$ cat src/npe_pkg.sv
// Shared types and constants of the NAL emulation prevention strip core.
// No dependencies.
package npe_pkg;

	localparam int QDEPTH = 4;
	localparam int QAW    = $clog2(QDEPTH);

	localparam logic [2:0] ST_OK    = 3'd0;
	localparam logic [2:0] ST_BYTE0 = 3'd1;
	localparam logic [2:0] ST_BYTE1 = 3'd2;
	localparam logic [2:0] ST_BYTE2 = 3'd3;
	localparam logic [2:0] ST_BYTE3 = 3'd4;
	localparam logic [2:0] ST_TRUNC = 3'd5;

	typedef enum logic [5:0] {
		PH_B0      = 6'b000001,
		PH_B1      = 6'b000010,
		PH_B2      = 6'b000100,
		PH_B3      = 6'b001000,
		PH_PAYLOAD = 6'b010000,
		PH_DISCARD = 6'b100000
	} phase_t;

	// Work for the back end: an optional held byte (never last, always ok)
	// followed by an optional second result.
	typedef struct packed {
		logic       v0;
		logic [7:0] b0;
		logic       v1;
		logic [7:0] b1;
		logic       l1;
		logic [2:0] st1;
	} op_t;

endpackage

$ cat src/npe_front.sv
// Front end: accepts raw bytes, checks the start code, strips emulation prevention
// 03 bytes and turns the remaining bytes into work entries. Depends on npe_pkg.
module npe_front import npe_pkg::*; (
	input  logic       clk,
	input  logic       arst_n,
	input  logic       s_tvalid,
	output logic       s_tready,
	input  logic [7:0] s_tdata,
	input  logic       s_tlast,
	input  logic       full,
	output logic       push,
	output op_t        op
);

	phase_t     phase_q, phase_d;
	logic [1:0] zr_q, zr_d;
	logic [7:0] hb_q, hb_d;
	logic       hv_q, hv_d;
	logic [2:0] err;
	logic       accept;

	assign s_tready = !full;
	assign accept   = s_tvalid && s_tready;
	assign push     = accept && (op.v0 || op.v1);

	always_comb begin
		phase_d = phase_q;
		zr_d    = zr_q;
		hb_d    = hb_q;
		hv_d    = hv_q;
		op      = '0;
		err     = ST_OK;
		unique case (phase_q)
			PH_B0: begin
				if (s_tdata != 8'd0) err = ST_BYTE0;
				else if (s_tlast) err = ST_TRUNC;
				else phase_d = PH_B1;
			end
			PH_B1: begin
				if (s_tdata != 8'd0) err = ST_BYTE1;
				else if (s_tlast) err = ST_TRUNC;
				else phase_d = PH_B2;
			end
			PH_B2: begin
				if (s_tdata >= 8'd2) err = ST_BYTE2;
				else if (s_tlast) err = ST_TRUNC;
				else if (s_tdata == 8'd1) begin
					phase_d = PH_PAYLOAD;
					zr_d    = 2'd0;
					hv_d    = 1'b0;
				end else phase_d = PH_B3;
			end
			PH_B3: begin
				if (s_tdata != 8'd1) err = ST_BYTE3;
				else if (s_tlast) err = ST_TRUNC;
				else begin
					phase_d = PH_PAYLOAD;
					zr_d    = 2'd0;
					hv_d    = 1'b0;
				end
			end
			PH_PAYLOAD: begin
				if (zr_q == 2'd2 && s_tdata == 8'h03) begin
					// drop the emulation prevention byte
					zr_d = 2'd0;
					if (s_tlast) begin
						op.v1  = 1'b1;
						op.b1  = hv_q ? hb_q : 8'd0;
						op.l1  = 1'b1;
						op.st1 = hv_q ? ST_OK : ST_TRUNC;
						phase_d = PH_B0;
						hb_d    = 8'd0;
						hv_d    = 1'b0;
					end
				end else begin
					op.v0 = hv_q;
					op.b0 = hb_q;
					if (s_tlast) begin
						op.v1   = 1'b1;
						op.b1   = s_tdata;
						op.l1   = 1'b1;
						op.st1  = ST_OK;
						phase_d = PH_B0;
						zr_d    = 2'd0;
						hb_d    = 8'd0;
						hv_d    = 1'b0;
					end else begin
						hb_d = s_tdata;
						hv_d = 1'b1;
						if (s_tdata == 8'd0) zr_d = (zr_q == 2'd2) ? 2'd2 : zr_q + 2'd1;
						else zr_d = 2'd0;
					end
				end
			end
			PH_DISCARD: begin
				if (s_tlast) begin
					phase_d = PH_B0;
					zr_d    = 2'd0;
					hb_d    = 8'd0;
					hv_d    = 1'b0;
				end
			end
			default: begin
				phase_d = PH_B0;
				zr_d    = 2'd0;
				hb_d    = 8'd0;
				hv_d    = 1'b0;
			end
		endcase
		if (err != ST_OK) begin
			op.v1  = 1'b1;
			op.b1  = 8'd0;
			op.l1  = 1'b1;
			op.st1 = err;
			if (err == ST_TRUNC || s_tlast) begin
				phase_d = PH_B0;
				zr_d    = 2'd0;
				hb_d    = 8'd0;
				hv_d    = 1'b0;
			end else phase_d = PH_DISCARD;
		end
	end

	always_ff @(posedge clk or negedge arst_n) begin
		if (!arst_n) begin
			phase_q <= PH_B0;
			zr_q    <= 2'd0;
			hb_q    <= 8'd0;
			hv_q    <= 1'b0;
		end else if (accept) begin
			phase_q <= phase_d;
			zr_q    <= zr_d;
			hb_q    <= hb_d;
			hv_q    <= hv_d;
		end
	end

endmodule

$ cat src/npe_queue.sv
// Short work queue between front and back end.
// Depends on npe_pkg.
module npe_queue import npe_pkg::*; (
	input  logic clk,
	input  logic arst_n,
	input  logic push,
	input  op_t  push_op,
	input  logic pop,
	output op_t  head,
	output logic empty,
	output logic full
);

	op_t            entry_q [QDEPTH];
	logic [QAW-1:0] wr_ptr_q;
	logic [QAW-1:0] rd_ptr_q;
	logic [QAW:0]   cnt_q;

	assign head  = entry_q[rd_ptr_q];
	assign empty = (cnt_q == '0);
	assign full  = (cnt_q == (QAW+1)'(QDEPTH));

	always_ff @(posedge clk) begin
		if (push) entry_q[wr_ptr_q] <= push_op;
	end

	always_ff @(posedge clk or negedge arst_n) begin
		if (!arst_n) begin
			wr_ptr_q <= '0;
			rd_ptr_q <= '0;
			cnt_q    <= '0;
		end else begin
			if (push) wr_ptr_q <= wr_ptr_q + QAW'(1);
			if (pop) rd_ptr_q <= rd_ptr_q + QAW'(1);
			if (push && !pop) cnt_q <= cnt_q + (QAW+1)'(1);
			else if (pop && !push) cnt_q <= cnt_q - (QAW+1)'(1);
		end
	end

endmodule

$ cat src/npe_back.sv
// Back end: expands each work entry into one or two result items and
// drives the output register. Depends on npe_pkg.
module npe_back import npe_pkg::*; (
	input  logic       clk,
	input  logic       arst_n,
	input  op_t        head,
	input  logic       empty,
	output logic       pop,
	output logic       m_tvalid,
	input  logic       m_tready,
	output logic [7:0] m_tdata,
	output logic       m_tlast,
	output logic [2:0] m_tuser
);

	logic       m_tvalid_q;
	logic [7:0] m_tdata_q;
	logic       m_tlast_q;
	logic [2:0] m_tuser_q;
	logic       pos_q;
	logic       load;
	logic       take;
	logic       take0;

	assign load  = !m_tvalid_q || m_tready;
	assign take  = load && !empty;
	assign take0 = head.v0 && !pos_q;
	// keep the entry when its held byte goes out and a second result follows
	assign pop   = take && !(take0 && head.v1);

	assign m_tvalid = m_tvalid_q;
	assign m_tdata  = m_tdata_q;
	assign m_tlast  = m_tlast_q;
	assign m_tuser  = m_tuser_q;

	always_ff @(posedge clk or negedge arst_n) begin
		if (!arst_n) begin
			m_tvalid_q <= 1'b0;
			pos_q      <= 1'b0;
		end else begin
			if (load) m_tvalid_q <= !empty;
			if (take) pos_q <= take0 && head.v1;
		end
	end

	always_ff @(posedge clk) begin
		if (take) begin
			if (take0) begin
				m_tdata_q <= head.b0;
				m_tlast_q <= 1'b0;
				m_tuser_q <= ST_OK;
			end else begin
				m_tdata_q <= head.b1;
				m_tlast_q <= head.l1;
				m_tuser_q <= head.st1;
			end
		end
	end

endmodule

$ cat src/nal_emulation_prevention_strip_core.sv
// Path: a result item goes through a work queue entry and the output register
// after the byte that causes it is accepted.
// Throughput: one byte per cycle while the queue is not full; the single-port
// back end sends one item per cycle while the output does not stall, so a
// unit end with two items keeps its entry, absorbed by the four-entry queue.
// Reset: arst_n clears the start-code state, the queue and the output valid.
module nal_emulation_prevention_strip_core import npe_pkg::*; (
	input  logic       clk,
	input  logic       arst_n,
	input  logic       s_tvalid,
	output logic       s_tready,
	input  logic [7:0] s_tdata,  // [7:0] in_byte
	input  logic       s_tlast,
	output logic       m_tvalid,
	input  logic       m_tready,
	output logic [7:0] m_tdata,  // [7:0] out_byte
	output logic       m_tlast,
	output logic [2:0] m_tuser   // [2:0] status
);

	op_t  push_op;
	op_t  head;
	logic push;
	logic pop;
	logic empty;
	logic full;

	npe_front u_front (
		.clk      (clk),
		.arst_n   (arst_n),
		.s_tvalid (s_tvalid),
		.s_tready (s_tready),
		.s_tdata  (s_tdata),
		.s_tlast  (s_tlast),
		.full     (full),
		.push     (push),
		.op       (push_op)
	);

	npe_queue u_queue (
		.clk     (clk),
		.arst_n  (arst_n),
		.push    (push),
		.push_op (push_op),
		.pop     (pop),
		.head    (head),
		.empty   (empty),
		.full    (full)
	);

	npe_back u_back (
		.clk      (clk),
		.arst_n   (arst_n),
		.head     (head),
		.empty    (empty),
		.pop      (pop),
		.m_tvalid (m_tvalid),
		.m_tready (m_tready),
		.m_tdata  (m_tdata),
		.m_tlast  (m_tlast),
		.m_tuser  (m_tuser)
	);

endmodule

$ cat config.mk
export PLATFORM = sky130hd
export DESIGN_NAME = nal_emulation_prevention_strip_core
export DESIGN_NICKNAME = d
export VERILOG_FILES = /design/src/npe_pkg.sv /design/src/npe_front.sv /design/src/npe_queue.sv /design/src/npe_back.sv /design/src/nal_emulation_prevention_strip_core.sv
export SDC_FILE = /design/constraint.sdc
export NUM_CORES = 1
export LEC_CHECK = 0
export BUFFER_PORTS_ARGS = -buffer_cell sky130_fd_sc_hd__buf_4
export CORE_MARGIN = 2
export CORE_UTILIZATION = 35
export CTS_CLUSTER_SIZE = 10
export DETAILED_ROUTE_END_ITERATION = 8
export GPL_TIMING_DRIVEN = 0
export PLACE_DENSITY_LB_ADDON = 0.12
export SKIP_LAST_GASP = 1
export SLEW_MARGIN = 15
export SYNTH_ARGS = -nofsm -noshare
export SYNTH_HDL_FRONTEND = slang
export SYNTH_HIERARCHICAL = 1
export SYNTH_SLANG_ARGS = --single-unit
$ cat constraint.sdc
create_clock -name clk -period 3.7 [get_ports clk]
set_input_delay 0.555 -clock clk [delete_from_list [all_inputs] [get_ports clk]]
set_output_delay 0.555 -clock clk [all_outputs]
set_load 0.01 [all_outputs]
Yosys cells after proc, flatten, opt, wreduce, memory -nomap -nowiden
Memory sizes are Yosys's and may differ from the RTL's.
Index checks and enable logic that the tools add are counted.
Word-level totals
  flip-flop bits (word level): 38
  bits of input ports: 13
  output and inout port bits: 14
  bits in writable memories: 88
  word-level logic and storage cells: 130
  memories kept: 1
Memories
  u_queue.entry_q: depth 4, width 22, rd ports 1, clocked after Yosys merged registers in 0, wr ports 1, RTL line npe_queue.sv:14  | op_t entry_q [QDEPTH];
Cells by class
  add/subtract/negate cells: 5
  $lt $le $gt $ge: 1
  mux-type cells: 62
  eq/ne operators: 21
  reductions and logical operators: 28
Operator list (number)
  $mux W6: 11
  $mux W8: 7
  $mux W13: 4
  $pmux W6 S5: 1
  $mux W2: 12
  $mux W3: 8
  $pmux W8 S3: 1
  $mux W22: 1
  $mux W1: 12
  $ne A3 B2 Y1 const B: 4
  $ne A3 B3 Y1 const B: 4
  $pmux W3 S4: 1
  $pmux W2 S5: 1
  $reduce_and A10 Y1: 1
  $logic_and A1 B1 Y1: 9
  $mux W9: 1
  $eq A8 B1 Y1 const B: 1
  $eq A8 B2 Y1 const B: 1
  $ge A8 B2 Y1 const B: 1
  $logic_not A8 Y1: 1
  $ne A8 B1 Y1 const B: 1
  $reduce_bool A8 Y1: 1
  $logic_not A1 Y1: 7
  $add A2 B1 Y2 const B: 3
  19 further kinds: 23

Depth between registers and ports, before layout
  depth in word-level cells: 11
  gate-level depth with buffers: 14
  gate-level depth less buffers: 12

Modules after synthesis
Netlist, hierarchy kept.
By module, submodules not included
  npe_queue: cells an instance 149, sequential area each 2817.7 sq um, area each 3604.7 sq um, instances 1
  npe_front: cells an instance 159, sequential area each 426.7 sq um, area each 1445.1 sq um, instances 1
  npe_back: cells an instance 36, sequential area each 410.4 sq um, area each 619.3 sq um, instances 1

Worst setup path after synthesis
No wires, ideal clock.
  path kind: input to register
  from: input port s_tdata[2]
  to: register u_queue.cnt_q[1]
  arrival time: 3.304 ns
  required time: 3.575 ns
  stages: 11
  setup slack: 0.272 ns
  setup time: 0.125 ns
  path buffers: 1
  path through: nor4_1 -> and2_1 -> buf_4 -> mux2_4 -> nor4_2 -> nand2b_2 -> o31a_1 -> ha_1 -> inv_1 -> fa_1 -> mux2_2
On the way
  word-level cells in the longest chain between the ends: 10
  elaborated cells between the ends (all ways): 22
  classes of those cells: order compare (1); eq/ne (2); mux (10); reduce/logical (9)
Ends and longest elaborated chain
  start: declaration: RTL line nal_emulation_prevention_strip_core.sv:12  | input logic [7:0] s_tdata,
  $ge A8 B2 Y1, or another cell as far along: RTL line npe_front.sv:45  | if (s_tdata >= 8'd2) err = ST_BYTE2;
  $mux W3, or another cell as far along: RTL line npe_front.sv:45
  $pmux W3 S4 / $mux W13 (equally long branches): RTL line npe_front.sv:33, npe_front.sv:63
  $reduce_bool A3 Y1 / $mux W22 (equally long branches): RTL line npe_front.sv:110, npe_front.sv:33
  $mux W13: RTL line npe_front.sv:110  | if (err != ST_OK) begin
  $logic_or A1 B1 Y1 *: RTL line npe_front.sv:24  | assign push = accept && (op.v0 || op.v1);
  $logic_and A1 B1 Y1 *: RTL line npe_front.sv:24
  via push: RTL line nal_emulation_prevention_strip_core.sv:23  | logic push;
  $logic_not A1 Y1: RTL line npe_queue.sv:36  | else if (pop && !push) cnt_q <= cnt_q - (QAW+1)'(1);
  $logic_and A1 B1 Y1: RTL line npe_queue.sv:36
  $reduce_bool A2 Y1 (no line)
  end signal: assignment: RTL line npe_queue.sv:35  | if (push && !pop) cnt_q <= cnt_q + (QAW+1)'(1);
  end signal: assignment: RTL line npe_queue.sv:36
  end: declaration: RTL line npe_queue.sv:17  | logic [QAW:0] cnt_q;
The timed path passes the listed nets; every way through them passes the cells marked *.
A chain may end at the register's enable or synchronous reset.

Final worst setup path
Same ends and word-level chain as after synthesis.

==> flow_summary_export.csv <==
group,metric,value,unit
yosys,yosys-top-cells-area,"edfxtp_1, dfrtp_1, mux4_2",
setup_path,rrSetupSlack,0.18,ns
cts,clkTransAtPathRegs,0.06,ns
sta,slew_headroom,0.533,
sta,rsz0062_at_grt,"false",
yosys,synthAdderAreaFrac,0.0190,
cts,cts.sinks,126,
placement,hpwl,7.52,mm
setup_path,r2r-end,"u_queue/cnt_q[1]",
sta,skew,0.0108,ns
layout,area_growth_syn_to_layout,19.7,%
setup_path,cpMaxStageDelayCell,"nor4_2",
placement,gp_congestion,0.806,
yosys,synth_area_leader_cell,"edfxtp_1",
sta,setup_viol,0,
yosys,synth_edf_count,100,
setup_path,cp_data_arrival_time,3.85,ns
layout,fin_util,0.427,
route,ant_nets,0,
floorplan,initial_core_util,0.357,
cts,cts_setup_buffers,0,
yosys,ys_seq_elements,126,
global_route,grt_max_degree,27,
status,status,"finished clean",
layout,drive_gt1_frac,0.344,
global_route,gr-usage-met3,0.0436,
cts,cts_hold_buf,0,
route,drt-total-wl,11.8,mm
yosys,synth_top_cell_area_share,0.530,
global_route,grt_overflow,0,
yosys,synthXorXnorAreaFrac,0.0154,
setup_path,path_buf_inv,3,
global_route,grt_busiest_layer,"met2",
sta,slew_viol_final,0,
yosys,syn_inst,344,
yosys,synthFlopType,"edfxtp_1",
yosys,netlist_area,0.00567,mm2
placement,io_buffers,25,
flow_run,drv_cap,0,
yosys,yosysMostFrequentCell,"edfxtp_1",
yosys,yosys.area_share.simple,0.101,
sta,setup_slack,0.152,ns
setup_path,critPathCaptureType,"flip-flop",
setup_path,start_kind,"input pin",
yosys,async_flop_share,0.206,
pwr,power_density,831,mW/mm2
route,post_drt_wl_per_cell,19.1,um
setup_path,rr_worst_depth,12,
global_route,grt_util_all_layers,0.148,
global_route,antenna_found_initial,0,
pwr,peakVddDrop,0.349,mV
sta,worst_pin_slew,0.700,ns
cts,clockBufferDepth,2,
yosys,yosysUniqueCellTypes,59,
floorplan,die_area,0.0172,mm2
route,drt_first_iter_violations,235,
setup_path,reg2reg_from,"u_front/phase_q[0]",
yosys,synth_top_family_by_area,"multiplexers",
setup_path,critical_path.max_fanout,8,
yosys,synth_warnings,6,
floorplan,core-area,0.0159,mm2
global_route,grt_pass1_vias,3206,
sta,fin_crit_sh,0.959,
floorplan,fp.dieH,131,um
yosys,synth_compound_area_frac,0.0644,
global_route,grt_pass1_wl,18.8,mm
route,route.vias.total,3032,
route,drtPass1Iterations,4,
cts,cts_inserted_buffers,17,
floorplan,num_io_pins,27,
setup_path,crit_family,"simple AND/OR/NAND/NOR gates",
sta,hold_violations,0,
sta,layout_min_cycle_time,3.55,ns
yosys,synthMuxAreaShare,0.122,
global_route,met1_usage,0.184,
layout,fin_nets,409,
setup_path,crit_path_cell_trace,"buf_4, nor4_2, and2_1, buf_4, mux2_4, nor4_2, nand2b_2, o31a_1, ha_1, inv_1, fa_1, mux2_2",
route,via_per_inst,4.91,
placement,place_area,0.00614,mm2
worst_hold_path,hold_path_class,"input pin to asynchronous set/reset pin",
setup_path,cpPeakStageDelay,0.43,ns
global_route,use_met2,0.246,
floorplan,core.rowCount,46,
cts,cts_tree,"yes",
layout,diodes,0,
route,drc,0,
yosys,synth.avg_cell_area,16.5,um2
yosys,synth_nets,365,
placement,preCtsSetupSlack,-0.457,ns
yosys,synth_common_cells,"edfxtp_1, dfrtp_1, and2_1, mux4_2",
cts,worstSkewPairLatency,0.42,ns
floorplan,dieWidth,131,um
yosys,synth-seq-area-share,0.645,
layout,design_area,0.00678,mm2
pwr,leakage,2.49,nW
sta,fmax,0.282,GHz
cts,cts.htree.levels,4,
cts,root_buffer,"clkbuf_16",
setup_path,crit_type,"input pin to flip-flop",
layout,fillers,1452,
setup_path,crit_required,4.01,ns
[how the worst max path moves through the flow]
stage	slack (ns)	from	cells after the start	endpoint
floorplan	0.27	s_tdata[2]	11	u_queue/cnt_q[1]
global placement	-0.44	s_tdata[2]	9	u_queue/entry_q[2][18]
detailed placement	-0.46	s_tdata[2]	12	u_queue/cnt_q[1]
CTS	0.13	s_tdata[2]	12	u_queue/cnt_q[1]
global route	0.004	u_front/phase_q[0]	12	u_queue/cnt_q[1]
finish	0.15	s_tdata[2]	12	u_queue/cnt_q[1]
[registers in the layout, indices dropped and copies added (netlist names)]
register          cells
u_back/pos_q          1
u_queue/wr_ptr_q      2
u_back/m_tlast        1
u_queue/entry_q      88
u_back/m_tvalid       1
u_queue/rd_ptr_q      2
u_back/m_tdata        8
u_front/zr_q          2
u_queue/cnt_q         3
u_front/hv_q          1
u_front/phase_q       6
u_front/hb_q          8
u_back/m_tuser        3
[per-layer routing]
metal  part of all wire  up-vias
li1                   -     1419
met3              0.036       16
met1               0.45     1541
met5                  0        -
met4              0.014        0
met2               0.51       56
[worst reg2reg max path, cell delays in order (launching register included)]
cell and delay (ns):
dfstp_2 0.51, buf_2 0.19, nor2_1 0.07, and3_1 0.17, buf_6 0.13, mux2_4 0.27, nor4_2 0.42, nand2b_2 0.21
o31a_1 0.43, ha_1 0.27, inv_1 0.08, fa_1 0.41, mux2_2 0.26
[cell usage in the layout, fill, tap and decap left out, types with 4 or more instances in the layout]
cell	n
edfxtp_1	100
xor2_1	6
ha_1	7
buf_2	4
buf_6	5
nor2_1	13
inv_1	13
buf_4	28
o21ai_0	6
mux2_4	7
a22oi_1	8
a22o_1	8
and2_2	4
mux4_2	18
a21oi_1	7
bufinv_16	4
nor3_1	4
xnor2_1	4
nor4_2	5
mux2_2	5
clkbuf_16	17
nor2_2	10
mux4_1	4
and2_1	14
nand2_1	13
dfrtp_1	25
[power by group]
part           internal (mW)  total, mW  switching [mW]
sequential              1.91       2.03           0.120
combinational          0.879       1.84           0.962
clock                   1.17       1.77           0.592
total                   3.97       5.64            1.67
[through the flow]
stage	cells	power, mW	setup TNS [ns]	hold slack, ns
after floorplan	344	3.39	0	0.259
after global placement	585	3.91	-38.51	0.481
after detailed placement	585	3.94	-13.89	0.488
after CTS	617	5.73	0	0.0451
after global routing	617	5.96	0	0.0596
final	617	5.64	0	0.0491
[timing repair]
| item | in CTS | in global routing |
|---|---|---|
| pin swaps | 0 | 0 |
| endpoints found under the setup margin | 1 | 1 |
| gates resized for setup | 1 | 1 |
[logic make-up (layout without fill, tap and decap cells)]
| logic type | after synthesis | in the layout |
|---|---|---|
| compound gates | 46 | 46 |
| xor+xnor | 10 | 10 |
| fa+ha+maj | 8 | 8 |
| buf+inv | 28 | 85 |
| flops | 126 | 126 |
| mux | 36 | 36 |
| simple gates | 90 | 90 |
[area by class of cell]
| class | instances | area [um2] | area share |
|---|---|---|---|
| multi-input combinational | 190 | 1850 | 0.272 |
| buffer | 15 | 143 | 0.0210 |
| clock buffer | 21 | 470 | 0.0693 |
| timing repair buffer | 25 | 188 | 0.0277 |
| inverter | 13 | 48.8 | 0.00719 |
| tap | 216 | 270 | 0.0398 |
| clock inverter | 11 | 163 | 0.0240 |
| sequential | 126 | 3650 | 0.539 |
Note: power is estimated with default switching activity, not from simulation.
